--- src/design/sctr_pkg.sv ---
// ----------------------------------------------------------------------------
// sctr_pkg
// Geometry, field widths and shared types of the trace column renderer.
// ----------------------------------------------------------------------------
package sctr_pkg;

	localparam int COLUMNS   = 127;
	localparam int PAGES     = 7;

	localparam int SAMPLE_W  = 6;
	localparam int COL_W     = 7;
	localparam int PAGE_W    = 3;
	localparam int BYTE_W    = 8;

	localparam int CNT_W     = $clog2(COLUMNS);
	localparam int IDX_W     = $clog2(PAGES + 1);
	localparam int VAL_W     = 7;
	localparam int TOP_ROW   = 8 * PAGES - 1;
	localparam int MID_ROW   = (TOP_ROW + 1) / 2;
	localparam int PAGE_LAST = PAGES - 1;

	typedef logic [SAMPLE_W-1:0] sample_t;
	typedef logic [COL_W-1:0]    column_t;
	typedef logic [PAGE_W-1:0]   page_t;
	typedef logic [BYTE_W-1:0]   pixbyte_t;
	typedef logic [VAL_W-1:0]    val_t;

	typedef struct packed {
		logic en;
		val_t lo;
		val_t hi;
	} run_t;

endpackage

--- src/design/sctr_if.sv ---
// ----------------------------------------------------------------------------
// sctr_if
// Valid/ready channels: trace samples in, page pixel beats out.
// ----------------------------------------------------------------------------
interface sctr_trace_if import sctr_pkg::*; ();
	logic    valid;
	logic    ready;
	sample_t sample;

	modport source (output valid, output sample, input ready);
	modport sink   (input valid, input sample, output ready);
endinterface

interface sctr_pixel_if import sctr_pkg::*; ();
	logic     valid;
	logic     ready;
	column_t  column;
	page_t    page;
	pixbyte_t pixel_byte;
	logic     last;

	modport source (output valid, output column, output page, output pixel_byte,
		output last, input ready);
	modport sink   (input valid, input column, input page, input pixel_byte,
		input last, output ready);
endinterface

--- src/design/scope_trace_column_render.sv ---
// ----------------------------------------------------------------------------
// scope_trace_column_render
// Turns one trace sample per screen column into page pixel bytes.
//
//   channel | dir | payload                          | beats per sample
//   trace   | in  | sample                           | 1
//   pixels  | out | column, page, pixel_byte, last   | 0, 1, 7 or 8
//
// A sample is registered with its run or dot in the job register, then one
// pixel beat per cycle, unless the output stalls, leaves from the job register
// through the output register.
// The next sample is taken in the cycle the current job's last beat moves out.
// Reset clears the column counter, the sample history and all valid flags.
// ----------------------------------------------------------------------------
module scope_trace_column_render import sctr_pkg::*; (
	input logic          clk,
	input logic          arst_n,
	sctr_trace_if.sink   trace,
	sctr_pixel_if.source pixels
);

	logic [CNT_W-1:0] cnt_q;
	sample_t          older_q;
	sample_t          middle_q;

	logic             job_valid_s1;
	logic [IDX_W-1:0] idx_s1;
	logic             has_inner_s1;
	logic             has_dot_s1;
	logic [CNT_W-1:0] cnt_s1;
	run_t             run_s1;
	page_t            dot_page_s1;
	pixbyte_t         dot_byte_s1;

	logic             out_valid_q;
	column_t          column_q;
	page_t            page_q;
	pixbyte_t         byte_q;
	logic             last_q;

	logic             in_acc;
	logic             first_col;
	logic             last_col;
	logic             has_inner;
	logic             has_res;
	run_t             run_d;
	page_t            dot_page_d;
	pixbyte_t         dot_byte_d;

	logic             inner_sel;
	logic             advance;
	column_t          cur_column;
	page_t            cur_page;
	pixbyte_t         cur_byte;
	logic             cur_last;
	pixbyte_t         page_bits;

	assign in_acc    = trace.valid && trace.ready;
	assign first_col = (cnt_q == '0);
	assign last_col  = (cnt_q == CNT_W'(COLUMNS - 1));
	assign has_inner = (cnt_q >= CNT_W'(2));
	assign has_res   = first_col || has_inner;

	// run of rows for the inner column (older, middle, new sample)
	always_comb begin
		val_t prev, cur, next;
		val_t lo, md, hi, srt, fin, t;
		t    = '0;
		prev = VAL_W'(older_q);
		cur  = VAL_W'(middle_q);
		next = VAL_W'(trace.sample);
		lo = (prev < cur) ? prev : cur;
		hi = (prev < cur) ? cur : prev;
		md = lo;
		if (lo >= next) begin
			md = lo;
			lo = next;
		end else if (hi >= next) begin
			md = next;
		end else begin
			md = hi;
			hi = next;
		end
		if (next < cur && prev < cur) begin
			srt = (lo + hi + VAL_W'(1)) >> 1;
			fin = hi;
		end else if (next > cur && prev > cur) begin
			srt = lo;
			fin = (lo + hi) >> 1;
		end else begin
			t   = (lo + md) >> 1;
			srt = (t >= VAL_W'(1)) ? t - VAL_W'(1) : t;
			t   = (md + hi) >> 1;
			fin = (t <= VAL_W'(TOP_ROW - 1)) ? t + VAL_W'(1) : t;
		end
		run_d = '{en: 1'b0, lo: srt, hi: fin};
		if (fin <= VAL_W'(TOP_ROW)) begin
			run_d.en = 1'b1;
			if (fin == VAL_W'(1) && prev == '0 && next == '0) begin
				run_d.hi = '0;
			end
		end else if (srt < VAL_W'(TOP_ROW) && srt > VAL_W'(MID_ROW)) begin
			run_d.en = 1'b1;
			run_d.hi = VAL_W'(TOP_ROW);
		end
	end

	// single dot for the first and last columns
	always_comb begin
		val_t q;
		q = VAL_W'(trace.sample) >> 3;
		if (q > VAL_W'(PAGE_LAST)) begin
			dot_page_d = '0;
			dot_byte_d = '0;
		end else begin
			dot_page_d = PAGE_W'(VAL_W'(PAGE_LAST) - q);
			dot_byte_d = pixbyte_t'(8'h80) >> trace.sample[2:0];
		end
	end

	// pixel byte of the current page
	always_comb begin
		val_t base, row;
		base = VAL_W'(8 * PAGE_LAST) - (VAL_W'(idx_s1) << 3);
		for (int b = 0; b < 8; b++) begin
			row = base + VAL_W'(b);
			page_bits[7 - b] = run_s1.en && row >= run_s1.lo && row <= run_s1.hi;
		end
	end

	assign inner_sel  = has_inner_s1 && (idx_s1 < IDX_W'(PAGES));
	assign cur_page   = inner_sel ? PAGE_W'(idx_s1) : dot_page_s1;
	assign cur_column = inner_sel ? COL_W'(cnt_s1 - CNT_W'(1)) : COL_W'(cnt_s1);
	assign cur_byte   = inner_sel ? page_bits : dot_byte_s1;
	assign cur_last   = inner_sel ? (idx_s1 == IDX_W'(PAGE_LAST) && !has_dot_s1) : 1'b1;

	assign advance     = job_valid_s1 && (!out_valid_q || pixels.ready);
	assign trace.ready = !job_valid_s1 || (advance && cur_last);

	always_ff @(posedge clk or negedge arst_n) begin
		if (!arst_n) begin
			cnt_q        <= '0;
			older_q      <= '0;
			middle_q     <= '0;
			job_valid_s1 <= 1'b0;
			idx_s1       <= '0;
			out_valid_q  <= 1'b0;
		end else begin
			if (in_acc) begin
				cnt_q    <= last_col ? '0 : cnt_q + CNT_W'(1);
				older_q  <= middle_q;
				middle_q <= trace.sample;
			end
			if (in_acc && has_res) begin
				job_valid_s1 <= 1'b1;
				idx_s1       <= '0;
			end else if (advance) begin
				job_valid_s1 <= !cur_last;
				idx_s1       <= idx_s1 + IDX_W'(1);
			end
			if (advance) begin
				out_valid_q <= 1'b1;
			end else if (pixels.ready) begin
				out_valid_q <= 1'b0;
			end
		end
	end

	always_ff @(posedge clk) begin
		if (in_acc && has_res) begin
			has_inner_s1 <= has_inner;
			has_dot_s1   <= first_col || last_col;
			cnt_s1       <= cnt_q;
			run_s1       <= run_d;
			dot_page_s1  <= dot_page_d;
			dot_byte_s1  <= dot_byte_d;
		end
		if (advance) begin
			column_q <= cur_column;
			page_q   <= cur_page;
			byte_q   <= cur_byte;
			last_q   <= cur_last;
		end
	end

	assign pixels.valid      = out_valid_q;
	assign pixels.column     = column_q;
	assign pixels.page       = page_q;
	assign pixels.pixel_byte = byte_q;
	assign pixels.last       = last_q;

endmodule

--- src/flat_wrapper.sv ---
// flat-port wrapper written by rule: the top's interface ports become plain ports
module scope_trace_column_render_flat import sctr_pkg::*;
  (clk, arst_n, trace_valid, trace_sample, trace_ready, pixels_valid, pixels_column, pixels_page, pixels_pixel_byte, pixels_last, pixels_ready);
  sctr_trace_if trace_i ();
  sctr_pixel_if pixels_i ();
  input logic clk;
  input logic arst_n;
  input wire logic [$bits(trace_i.valid)-1:0] trace_valid;
  input wire logic [$bits(trace_i.sample)-1:0] trace_sample;
  output wire logic [$bits(trace_i.ready)-1:0] trace_ready;
  output wire logic [$bits(pixels_i.valid)-1:0] pixels_valid;
  output wire logic [$bits(pixels_i.column)-1:0] pixels_column;
  output wire logic [$bits(pixels_i.page)-1:0] pixels_page;
  output wire logic [$bits(pixels_i.pixel_byte)-1:0] pixels_pixel_byte;
  output wire logic [$bits(pixels_i.last)-1:0] pixels_last;
  input wire logic [$bits(pixels_i.ready)-1:0] pixels_ready;
  assign trace_i.valid = trace_valid;
  assign trace_i.sample = trace_sample;
  assign trace_ready = trace_i.ready;
  assign pixels_valid = pixels_i.valid;
  assign pixels_column = pixels_i.column;
  assign pixels_page = pixels_i.page;
  assign pixels_pixel_byte = pixels_i.pixel_byte;
  assign pixels_last = pixels_i.last;
  assign pixels_i.ready = pixels_ready;
  scope_trace_column_render u_core (.clk(clk), .arst_n(arst_n), .trace(trace_i), .pixels(pixels_i));
endmodule
--- config.mk ---
export PLATFORM = sky130hd
export DESIGN_NAME = scope_trace_column_render_flat
export DESIGN_NICKNAME = d
export VERILOG_FILES = /design/src/design/sctr_pkg.sv /design/src/design/sctr_if.sv /design/src/design/scope_trace_column_render.sv /design/src/flat_wrapper.sv
export SDC_FILE = /design/constraint.sdc
export NUM_CORES = 1
export LEC_CHECK = 0
export ABC_CLOCK_PERIOD_IN_PS = 5800
export BUFFER_PORTS_ARGS = -buffer_cell sky130_fd_sc_hd__buf_2
export CAP_MARGIN = 20
export CORE_MARGIN = 4
export CORE_UTILIZATION = 37
export CTS_CLUSTER_DIAMETER = 50
export DETAILED_ROUTE_END_ITERATION = 7
export GPL_TIMING_DRIVEN = 0
export SLEW_MARGIN = 0
export SYNTH_ARGS = -nofsm -noshare
export SYNTH_HDL_FRONTEND = slang
export SYNTH_SLANG_ARGS = --single-unit
export TNS_END_PERCENT = 1
--- constraint.sdc ---
create_clock -name clk -period 5.8 [get_ports clk]
set_input_delay 1.16 -clock clk [delete_from_list [all_inputs] [get_ports clk]]
set_output_delay 1.16 -clock clk [all_outputs]
set_load 0.03 [all_outputs]
== Yosys cells after proc, flatten, opt, wreduce, memory -nomap -nowiden ==
Index checks and enable logic that the tools add are counted.

* Flip-flop bits (word level): 78
* Input bits: 10
* Output and inout bits: 21
* Word-level logic and storage cells: 138

* $add $sub $neg: 18
* Order comparisons: 30
* Equal/unequal tests: 3
* Shift-type cells: 1
* Multiplexer cells: 28
* Reduce and logical (&&, ||, !) cells: 40

{| class="wikitable"
|+ Operator list
! kind !! count
|-
| 7-bit two-way mux || 16
|-
| 7-bit greater-or-equal comparator || 8
|-
| 7-bit less-or-equal comparator || 8
|-
| 7-bit by 3-bit adder with 7-bit output (second input constant) || 4
|-
| 1-bit logical AND || 27
|-
| 7-bit by 1-bit adder with 7-bit output (second input constant) || 3
|-
| 7-bit adder || 3
|-
| 7-bit by 2-bit adder with 7-bit output (second input constant) || 2
|-
| 7-bit by 6-bit greater-or-equal comparator with 1-bit output || 2
|-
| 6-bit greater-than comparator || 2
|-
| 6-bit zero test || 2
|-
| 6-bit < comparator || 2
|-
| 6-bit two-way mux || 2
|-
| 3-bit two-way mux || 3
|-
| 8-bit two-way mux || 1
|-
| 8-bit by 3-bit right shift with 8-bit output (first input constant) || 1
|-
| 6-bit by 1-bit adder with 7-bit output (second input constant) || 1
|-
| 7-bit by 1-bit equality test with 1-bit output (second input constant) || 1
|-
| 7-bit equality test (second input constant) || 1
|-
| 7-bit by 2-bit greater-or-equal comparator with 1-bit output (second input constant) || 1
|-
| 7-bit by 5-bit greater-than comparator with 1-bit output (second input constant) || 1
|-
| 7-bit by 6-bit less-or-equal comparator with 1-bit output (second input constant) || 1
|-
| 7-bit zero test || 1
|-
| 7-bit by 6-bit < comparator with 1-bit output (second input constant) || 1
|-
| other kinds (14) || 26
|}

== Longest topological paths before layout ==
Gate-level depths: netlist of run 1.

* Depth after elaboration: 15
* Depth in mapped cells: 32
* Gate-level depth less buffers: 30

== Least setup slack after synthesis of run 1 ==
No wires, ideal clock.

* Path type: register to register
* Start: register u_core.middle_q[4]
* End: register u_core.run_s1[3] in the netlist's numbering, data pin
* Setup time: 258 ps
* Data arrival time: 5943 ps
* Required time: 5542 ps
* Slack: -401 ps
* Cell stages (with the launch flop): 26
* Buffers on the path: 1
* Period minus slack after synthesis: 6201 ps
* Path through: dfrtp_1 > inv_1 > ha_1 > nand4_1 > o21ba_4 > nor3_1 > mux2i_1 > inv_1 > ha_1 > and3_1 > a21oi_2 > clkbuf_1 > nand2_1 > mux2_2 > ha_1 > a21o_1 > and2_1 > or2_2 > o21ba_1 > a2111oi_2 > o31ai_2 > nand4_1 > a311o_1 > nor4_2 > o21ai_2 > nor2b_1

{| class="wikitable"
|+ RTL lines
! element !! RTL line !! RTL
|-
| from (decl) || scope_trace_column_render.sv:24 || <nowiki>sample_t middle_q;</nowiki>
|-
| from (signal assigned) || scope_trace_column_render.sv:152 || <nowiki>middle_q <= trace.sample;</nowiki>
|-
| to (signal assigned) || scope_trace_column_render.sv:174 || <nowiki>run_s1 <= run_d;</nowiki>
|-
| to (decl) || scope_trace_column_render.sv:31 || <nowiki>run_t run_s1;</nowiki>
|}

==> results summary, run 1 <==
The die is between 100 and 150 µm tall. The placed cell count came out at 963. The critical-path maximum fanout came out at 5.

The first global-routing pass estimated 28220 µm of wire. The final cycle utilization of the critical path is 1.009. The number of hold buffers added after CTS was 0.

By area the synthesized netlist is led by sky130_fd_sc_hd__edfxtp_1, sky130_fd_sc_hd__ha_1, sky130_fd_sc_hd__dfrtp_1. In this design, the largest share of critical-path delay is due to compound AO/OA/AOI/OAI gates. The net count reported at finish is 910. For this run, the number of Yosys warnings is 0.

The reported max-cap violation count is 0. The total global routing track utilization came out at 0.1779. The number of non-filler instances in the completed layout is 1061. The async set-or-reset flop fraction in the synthesized netlist is 0.3077. CTS placed an instance of sky130_fd_sc_hd__clkbuf_16 at the clock tree root.

The die covers 19300 µm². CTS built an H-tree with a depth of 3. Summed over all instances, the cell type with the most area after synthesis is sky130_fd_sc_hd__edfxtp_1. The maximum clock frequency came out at 0.1708 GHz.

The worst setup path is captured at a flip-flop. The finished cells cover approximately 8500 µm². The most frequently used flop master after synthesis is sky130_fd_sc_hd__edfxtp_1.

The setup total negative slack came out at -0.1327 ns. For this configuration, the core starts out at a cell density of 0.3798. The number of I/O pins came out at 31. The tightest min-delay check is of the flip-flop to flip-flop type. The number of buffers added by the clock tree synthesis step came out at 9. Of the total synthesized cell area, the portion taken by full adders, half adders and majority gates is 0.1314. The number of nets in the synthesized netlist is 786. The number of iterations in the first detailed-routing pass is 7.

The final weighted congestion in routability-driven placement came out at 0.9027. The number of enable-type register cells in the synthesized netlist is 54. The count of final setup violators came out at 4. The detailed-route DRC error count came out at 0. The final wirelength came out at between 15000 and 20000 µm. The checks that failed: setup timing. The required time at the endpoint of the critical path came out at 5.89 ns. In this design, the stage delay of the slowest critical-path cell is 0.40 ns. In this run the standard cell core region covers 16700 µm². The number of different library cells used by synthesis comes to 73. The synthesized area is around 6300 µm². At the worst endpoint, the arrival time is 5.95 ns. The worst setup path is launched from a flip-flop. The flow ran to the end, but the final reports show violations.

The largest individual stage delay along the critical path comes from the cell sky130_fd_sc_hd__dfrtp_1. Clock-pin slew was measured on the worst setup and hold paths at approximately 0.06 ns. The proportion of synthesized area in mux cells came out at 0.01361.

The complex-gate fraction of the synthesized area was 0.2213. The cell count after synthesis is 712. The hold violation total from the final report came out at 0. The count of standard-cell rows came out at 47. The combinational family with the most area after synthesis is compound AO/OA/AOI/OAI gates. The area share of the leading cell type in the synthesized netlist is 0.2557. The clock net in this run drives a total of 78 sinks. The worst setup path is of the flip-flop to flip-flop kind. The instance area at placement came out at 6867 µm². The pin count of the biggest net entering global routing came out at 37. The worst hold margin is 0.4805 ns. The die is 138.9 µm wide. Of the cells placed in the final design, the portion with a size suffix greater than 1 is 0.3175. The slew at the pin closest to its max-slew limit is 0.8392 ns. The number of inserted diodes came out at 0. The HPWL reported at the end of detailed placement is ~12000 µm. After detailed routing, the average wire length per cell comes to 17.00 µm. Setup repair after global routing could not meet its margin everywhere. The basic-gate share of the synthesized area counting and, or, nand and nor cells is 0.1975. Once routing completed, OpenROAD measured the worst setup slack at -0.05369 ns.

The final critical-path required period came out at a little under 6 ns. The number of DRC markers in iteration 0 came out at 477. The number of buffers and inverters on the critical path is 8. The fraction of synthesized cell area in xor and xnor cells came out at 0.03669. The count of input and output buffers is 30. The average via count per standard cell is 5.557. The number of antenna violations at the first check in global routing is 0. After synthesis the netlist holds a flip-flop and latch count of between 70 and 80. The number of pins with negative max-slew slack in the final report is 0. TritonCTS built the clock tree. The clock network latency to the later pin of the worst-skew pair came out at 0.34 ns. Counting along the longest clock path gives a buffer depth of 2. The number of nets with antenna violations after detailed routing came out at 0.

The area growth from synthesis to layout is 33.52%. The via count of the first global-routing pass is ~5500. By count the netlist is led by sky130_fd_sc_hd__nand2_1, sky130_fd_sc_hd__ha_1, sky130_fd_sc_hd__edfxtp_1, sky130_fd_sc_hd__inv_1, sky130_fd_sc_hd__nor2_1. The share of the Yosys chip area taken by registers is 0.3504. The worst pin sits at a relative slew slack of 0.4362. Between clock sinks in the finished design, the worst skew comes to between 0.009 and 0.01 ns. A synthesized cell averages 8.908 µm².

The total vias in the final route is about 5900. The total global routing overflow is 0. The most common cell in the synthesized netlist is sky130_fd_sc_hd__nand2_1.
flip-flops by register name, indices dropped and copies added (netlist names):
signal                    flops
u_core.idx_s1                 3
u_core.pixels.last            1
u_core.has_dot_s1             1
u_core.run_s1                15
u_core.pixels.pixel_byte      8
u_core.cnt_q                  7
u_core.job_valid_s1           1
u_core.pixels.valid           1
u_core.pixels.column          7
u_core.dot_byte_s1            8
u_core.pixels.page            3
u_core.older_q                6
u_core.cnt_s1                 7
u_core.middle_q               6
u_core.has_inner_s1           1
u_core.dot_page_s1            3
worst reg2reg max path, delay by kind of cell (launching register included):
kind,cells,cell delay [ns]
adders and majority gates,3,0.82
DFF,1,0.40
AOI/OAI and AO/OA,14,2.89
buffers and inverters,8,0.90
and+or+nand+nor,4,0.61
routing by layer:
metal,track usage,up-vias,wire length [µm]
li1,-,2871,-
met1,0.2439,2776,8178
met2,0.2823,207,8397
met3,0.02621,42,891
met4,0.07364,0,568
met5,0,-,0
area by class of cell:
cell class	count	area [µm²]
plain buffers	21	137.6
clock buffers	10	229.0
clock inverters	6	46.29
fillers	1532	8233
inverters	56	220.2
multi-input cells	555	4502
flip-flops and latches	78	2230
well taps	220	275.3
repair buffers	115	828.3
worst paths after layout:
kind	start	depth (start not counted)	slack (ns)	endpoint
setup / recovery	u_core.middle_q[1]$_DFFE_PN0P_	29	-0.05	u_core.run_s1[3]$_DFFE_PP_
hold / removal	u_core.job_valid_s1$_DFFE_PN0P_	1	0.48	u_core.pixels.valid$_DFFE_PN0P_
setup reg to reg	u_core.middle_q[1]$_DFFE_PN0P_	29	-0.05	u_core.run_s1[3]$_DFFE_PP_
hold reg to reg	u_core.job_valid_s1$_DFFE_PN0P_	1	0.48	u_core.pixels.valid$_DFFE_PN0P_
max in group asynchronous	arst_n	1	4.55	u_core.older_q[1]$_DFFE_PN0P_
min in group asynchronous	arst_n	1	0.82	u_core.older_q[3]$_DFFE_PN0P_
cell families after synthesis:
logic type | count (synthesis)
and+or+nand+nor | 254
muxes | 8
other | 1
adders and majority gates | 65
buffers and inverters | 79
AOI/OAI and AO/OA | 202
xor gates and xnor gates | 25
DFF | 78
per-stage QoR:
stage | setup WS [ns] | utilization
2_1_floorplan | 0.002415 | -
3_3_place_gp | -0.9531 | 0.4095
3_5_place_dp | -0.9573 | 0.4111
4_1_cts | 0.0008868 | 0.4834
5_1_grt | -0.2140 | 0.5070
6_report | -0.05369 | 0.5070
repair_timing:
| action | in CTS | in global routing |
|---|---|---|
| pin swaps | 38 | 48 |
| endpoints found under the setup margin | 13 | 7 |
| hold endpoints to repair | 0 | 0 |
| setup buffers | 59 | 24 |
| gates cloned | 2 | 0 |
| gates resized for setup | 99 | 48 |
cells in the final DEF (no fill, tap or decap), drive strengths merged, types with 5 or more instances in the layout:
cell and n:
clkbuf 29, nand3 19, nor2b 6, nand2 78, o211ai 6, o31ai 14, nand2b 13, a22oi 6
xor2 10, nor2 54, a211oi 10, a21o 19, and3 13, nand4 14, mux2 5, o21ai 51
xnor2 14, dfrtp 24, or2 5, o22ai 5, inv 57, ha 61, o21a 5, a22o 6
a31oi 9, a21oi 39, edfxtp 54, and2 11, buf 117, nor4 6, nor3 24
Power of run 1 is left out: the tool's default activity adds up to more than one toggle a clock period on the data nets, which glitch-free logic cannot reach.
==> run 2: changes to the inputs <==
ABC_AREA = 1   (was not set)
ABC_CLOCK_PERIOD_IN_PS = 4750   (was 5800)
CTS_CLUSTER_DIAMETER = 60   (was 50)
clock period = 4.75 ns   (was 5.8 ns; I/O delays follow)
==> run 2 against run 1 <==
Against the previous run: the flow still finishes with violations (setup timing); die area decreased by 0.52%; worst hold slack got worse by 0.0034 ns; register-to-register slack got worse by 0.22 ns; critical endpoint unchanged.
==> results summary, run 2 <==
The run finished, with violations left. The checks that failed: setup timing. The pin count of the biggest net entering global routing came to 27 (-27%).

The final critical-path required period is 5.028 ns (-0.8261 ns). The number of iterations in the first detailed-routing pass is 7 (unchanged). The final cycle utilization of the critical path came out at 1.058 (+0.04918).

The number of nets in the synthesized netlist is 889 (+13%). The routed length per instance came out at 13.69 µm (-19%). The total vias in the final route is 5595 (-5.1%).

The area taken by flip-flops and latches came to 2225 µm² (-0.22%). u_core.run_s1 holds more flip-flops than any other register. The number of pins with negative max-slew slack in the final report is 0 (unchanged). The flip-flop count of the largest register, all copies and words added is 15 (unchanged).

Yosys instantiated no cell more often than sky130_fd_sc_hd__nand2_1. In this design, the critical path's most frequently occurring cell is sky130_fd_sc_hd__nand2_1. The synthesized area came out at 6307 µm² (-0.55%).

The combined area of the multi-input logic cells was 4011 µm² (-11%). The count of standard-cell rows came out at 47 (unchanged). The number of buffers inserted by hold repair at cts came to 0 (unchanged).

The number of buffers added by the clock tree synthesis step came out at 9 (unchanged). The total global routing track utilization came out at 0.1546 (-0.02328). The relative slew slack is 0.5181 (+0.08186). Relative to the synthesized area, the layout overhead comes to 28.05%. The library cells used most frequently in the layout, excluding fill and tap cells, are sky130_fd_sc_hd__nand2_1, sky130_fd_sc_hd__inv_1, sky130_fd_sc_hd__edfxtp_1, sky130_fd_sc_hd__ha_1, sky130_fd_sc_hd__buf_4. The final non-filler cell area came out at 8077 µm² (-4.6%). The number of nets with antenna violations after detailed routing came to 0 (unchanged). The reported max-cap violation count came to 0 (unchanged). The peak per-stage delay on the critical path came out at 0.38 ns (-0.02 ns).

The required time at the endpoint of the critical path came to 4.85 ns (-1.04 ns). On the critical path the largest part of the delay comes from simple AND/OR/NAND/NOR gates. The maximum clock path buffer count came to 2 (unchanged). The async set-or-reset flop fraction in the synthesized netlist came out at 0.3077 (unchanged). The worst setup path is of the flip-flop to flip-flop kind. Counting instances in the post-synthesis netlist gives the leading cell types as sky130_fd_sc_hd__nand2_1, sky130_fd_sc_hd__inv_1, sky130_fd_sc_hd__o21ai_0.

The core region area is 16640 µm² (-0.35%). The H-tree depth came to 3 (unchanged). The number of inserted diodes is 0 (unchanged).

The total global routing overflow came to 0 (unchanged). The via count of the first global-routing pass came to 5123 (-7.3%). The path class of the tightest hold or removal check is flip-flop to flip-flop. The final wirelength is 15530 µm (-14%). The HPWL reported at the end of detailed placement came out at 11300 µm (-8.3%). The endpoint class of the critical path is a flip-flop. The net count reported at finish is 983 (+8.0%). The cell count after synthesis was 815 (+14%). The starting utilization of the core area is 0.3790 (-0.0007632). The slowest stage of the critical path belongs to the cell sky130_fd_sc_hd__dfrtp_1. The clock skew came out at 0.01080 ns (+0.001683 ns). The count of buffering cells on the critical path with inverters included came out at 7 (-1). The area share of the leading cell type in the synthesized netlist is 0.2571 (+0.001420). Setup repair after global routing could not meet its margin everywhere. The total number of yosys warnings came out at 0 (unchanged). The number of filler cells placed in the layout came out at 1629 (+6.3%). The die outline width was 138.6 µm (-0.26%). The total of flip-flops plus latches after synthesis is 78 (unchanged). The critical-path maximum fanout came out at 5 (unchanged). The clock-pin slew of the registers on the worst-case setup and hold paths is 0.07 ns (about the same). The clock network latency to the later pin of the worst-skew pair is 0.35 ns (about the same). The kind of start point of the critical path is a flip-flop. The count of final setup violators came out at 5 (+1).

The share of cells above drive strength 1 is 0.2681 (-0.04943). The slew at the pin closest to its max-slew limit came to 0.7221 ns (-0.1171 ns). The sequential cell area fraction in the yosys report is 0.3523 (+0.001946). The minimum setup slack in the final design is -0.2776 ns (-0.2239 ns). The average via count per standard cell came out at 4.934 (-11%). The root buffer cell chosen for the clock tree is sky130_fd_sc_hd__clkbuf_16.

The instance area at placement was 6813 µm² (-0.78%). The height of the chip is 138.6 µm (-0.26%). The hold violation total from the final report is 0 (unchanged).

The global-route wire length before repair was 24480 µm (-13%). The number of enable-type register cells in the synthesized netlist is 54 (unchanged). The final weighted congestion in routability-driven placement is 0.8492 (-5.9%). In the synthesized netlist the dominant register cell turns out to be sky130_fd_sc_hd__edfxtp_1.

In the post-synthesis netlist, the biggest area contributors are sky130_fd_sc_hd__edfxtp_1, sky130_fd_sc_hd__ha_1, sky130_fd_sc_hd__nand2_1. The CTS sink count was 78 (unchanged). The count of input and output buffers came out at 30 (unchanged). TritonCTS built the clock tree. The die outline area is 19200 µm² (-0.52%). The number of I/O pins came to 31 (unchanged). The signal arrival time at the worst endpoint came out at 5.13 ns (-0.82 ns). Leaving out fill and tap cells, the most frequent cell in the layout is sky130_fd_sc_hd__nand2_1.

The number of DRC markers in iteration 0 came to 278 (-42%). The post-synthesis area per instance is 7.739 µm² (-13%). The maximum clock frequency came out at 0.1989 GHz (+16%).

The number of unique standard cell types used by synthesis came to 49 (-33%). The number of antenna violations at the first check in global routing came out at 0 (unchanged). The detailed-route DRC error count came out at 0 (unchanged). The library cell occupying the most area in the post-synthesis netlist is sky130_fd_sc_hd__edfxtp_1.
[run 2: cell types whose count changed after synthesis, moves of 7 or more]
cell	delta
sky130_fd_sc_hd__xnor2_1	-8
sky130_fd_sc_hd__a211oi_1	-10
sky130_fd_sc_hd__nor2_1	-7
sky130_fd_sc_hd__nand3_1	+27
sky130_fd_sc_hd__nand2b_1	-13
sky130_fd_sc_hd__nand2_2	+16
sky130_fd_sc_hd__clkbuf_1	-12
sky130_fd_sc_hd__nand2_1	+117
sky130_fd_sc_hd__o21ai_0	+18
sky130_fd_sc_hd__a21o_1	-18
sky130_fd_sc_hd__nor3_1	-7
sky130_fd_sc_hd__and2_1	-7
sky130_fd_sc_hd__inv_1	+82
sky130_fd_sc_hd__and3_1	-11
[run 2: layout make-up]
type,instances,area share
Multi-Input combinational cell,582,0.4967
Tap cell,220,0.03408
Buffer,13,0.01286
Clock buffer,9,0.02789
Timing Repair Buffer,83,0.07777
Sequential cell,78,0.2754
Inverter,142,0.06692
Clock inverter,7,0.008366
[run 2: worst register-to-register path: cells and delay by family (launching register included)]
family	cells	cell delay, ns
buffers and inverters	7	0.69
flip-flops	1	0.38
AO/OA/AOI/OAI	7	1.15
adder cells (fa/ha/maj)	3	0.90
XOR/XNOR	1	0.18
AND/OR/NAND/NOR	15	1.47
[run 2: metrics by stage]
step                      TNS (ns)  worst slack, ns  instances  hold WS [ns]  utilization
final                       -1.278          -0.2776       1134        0.4771       0.4853
after global routing        -3.338          -0.5705       1134        0.5002       0.4853
after CTS                   -1.115          -0.2464       1104        0.4797       0.4482
after detailed placement    -8.575          -0.8982       1066        0.4677       0.4094
after global placement      -8.236          -0.9133       1065        0.4605       0.4077
after floorplan                  0         0.009142        815        0.4479            -
[run 2: logic make-up after synthesis]
logic type                 Yosys count  share of synthesized area
DFF                                 78                     0.3523
and+or+nand+nor                    365                     0.2718
buffers and inverters              155                    0.09581
other                                1                  0.0005945
AOI/OAI and AO/OA                  131                     0.1198
adders and majority gates           64                     0.1305
xor gates and xnor gates            21                    0.02916
[run 2: layer usage]
metal	track usage	vias to the layer above	wire, µm
met4	0.05928	0	358
met3	0.02759	26	536
met5	0	-	0
met2	0.2546	118	7446
li1	-	2870	-
met1	0.2033	2581	7183
[run 2: what timing repair did]
| action | 4_1_cts | 5_1_grt |
|---|---|---|
| gates resized for setup | 48 | 79 |
| pin swaps | 10 | 49 |
| endpoints found under the setup margin | 14 | 14 |
| gates cloned | 0 | 3 |
| setup buffers | 22 | 27 |
[run 2: final timing paths]
| kind | from | end | slack [ns] | depth (start not counted) |
|---|---|---|---|---|
| worst max register to register | u_core.middle_q[2]$_DFFE_PN0P_ | u_core.run_s1[3]$_DFFE_PP_ | -0.28 | 33 |
| worst max-delay path | u_core.middle_q[2]$_DFFE_PN0P_ | u_core.run_s1[3]$_DFFE_PP_ | -0.28 | 33 |
| worst min-delay path | u_core.cnt_q[5]$_DFFE_PN0P_ | u_core.cnt_s1[5]$_DFFE_PP_ | 0.48 | 0 |
| min in group asynchronous | arst_n | u_core.older_q[5]$_DFFE_PN0P_ | 0.60 | 1 |
| worst min register to register | u_core.cnt_q[5]$_DFFE_PN0P_ | u_core.cnt_s1[5]$_DFFE_PP_ | 0.48 | 0 |
| max in group asynchronous | arst_n | u_core.older_q[2]$_DFFE_PN0P_ | 3.73 | 1 |
Power of run 2 is left out for the same reason.
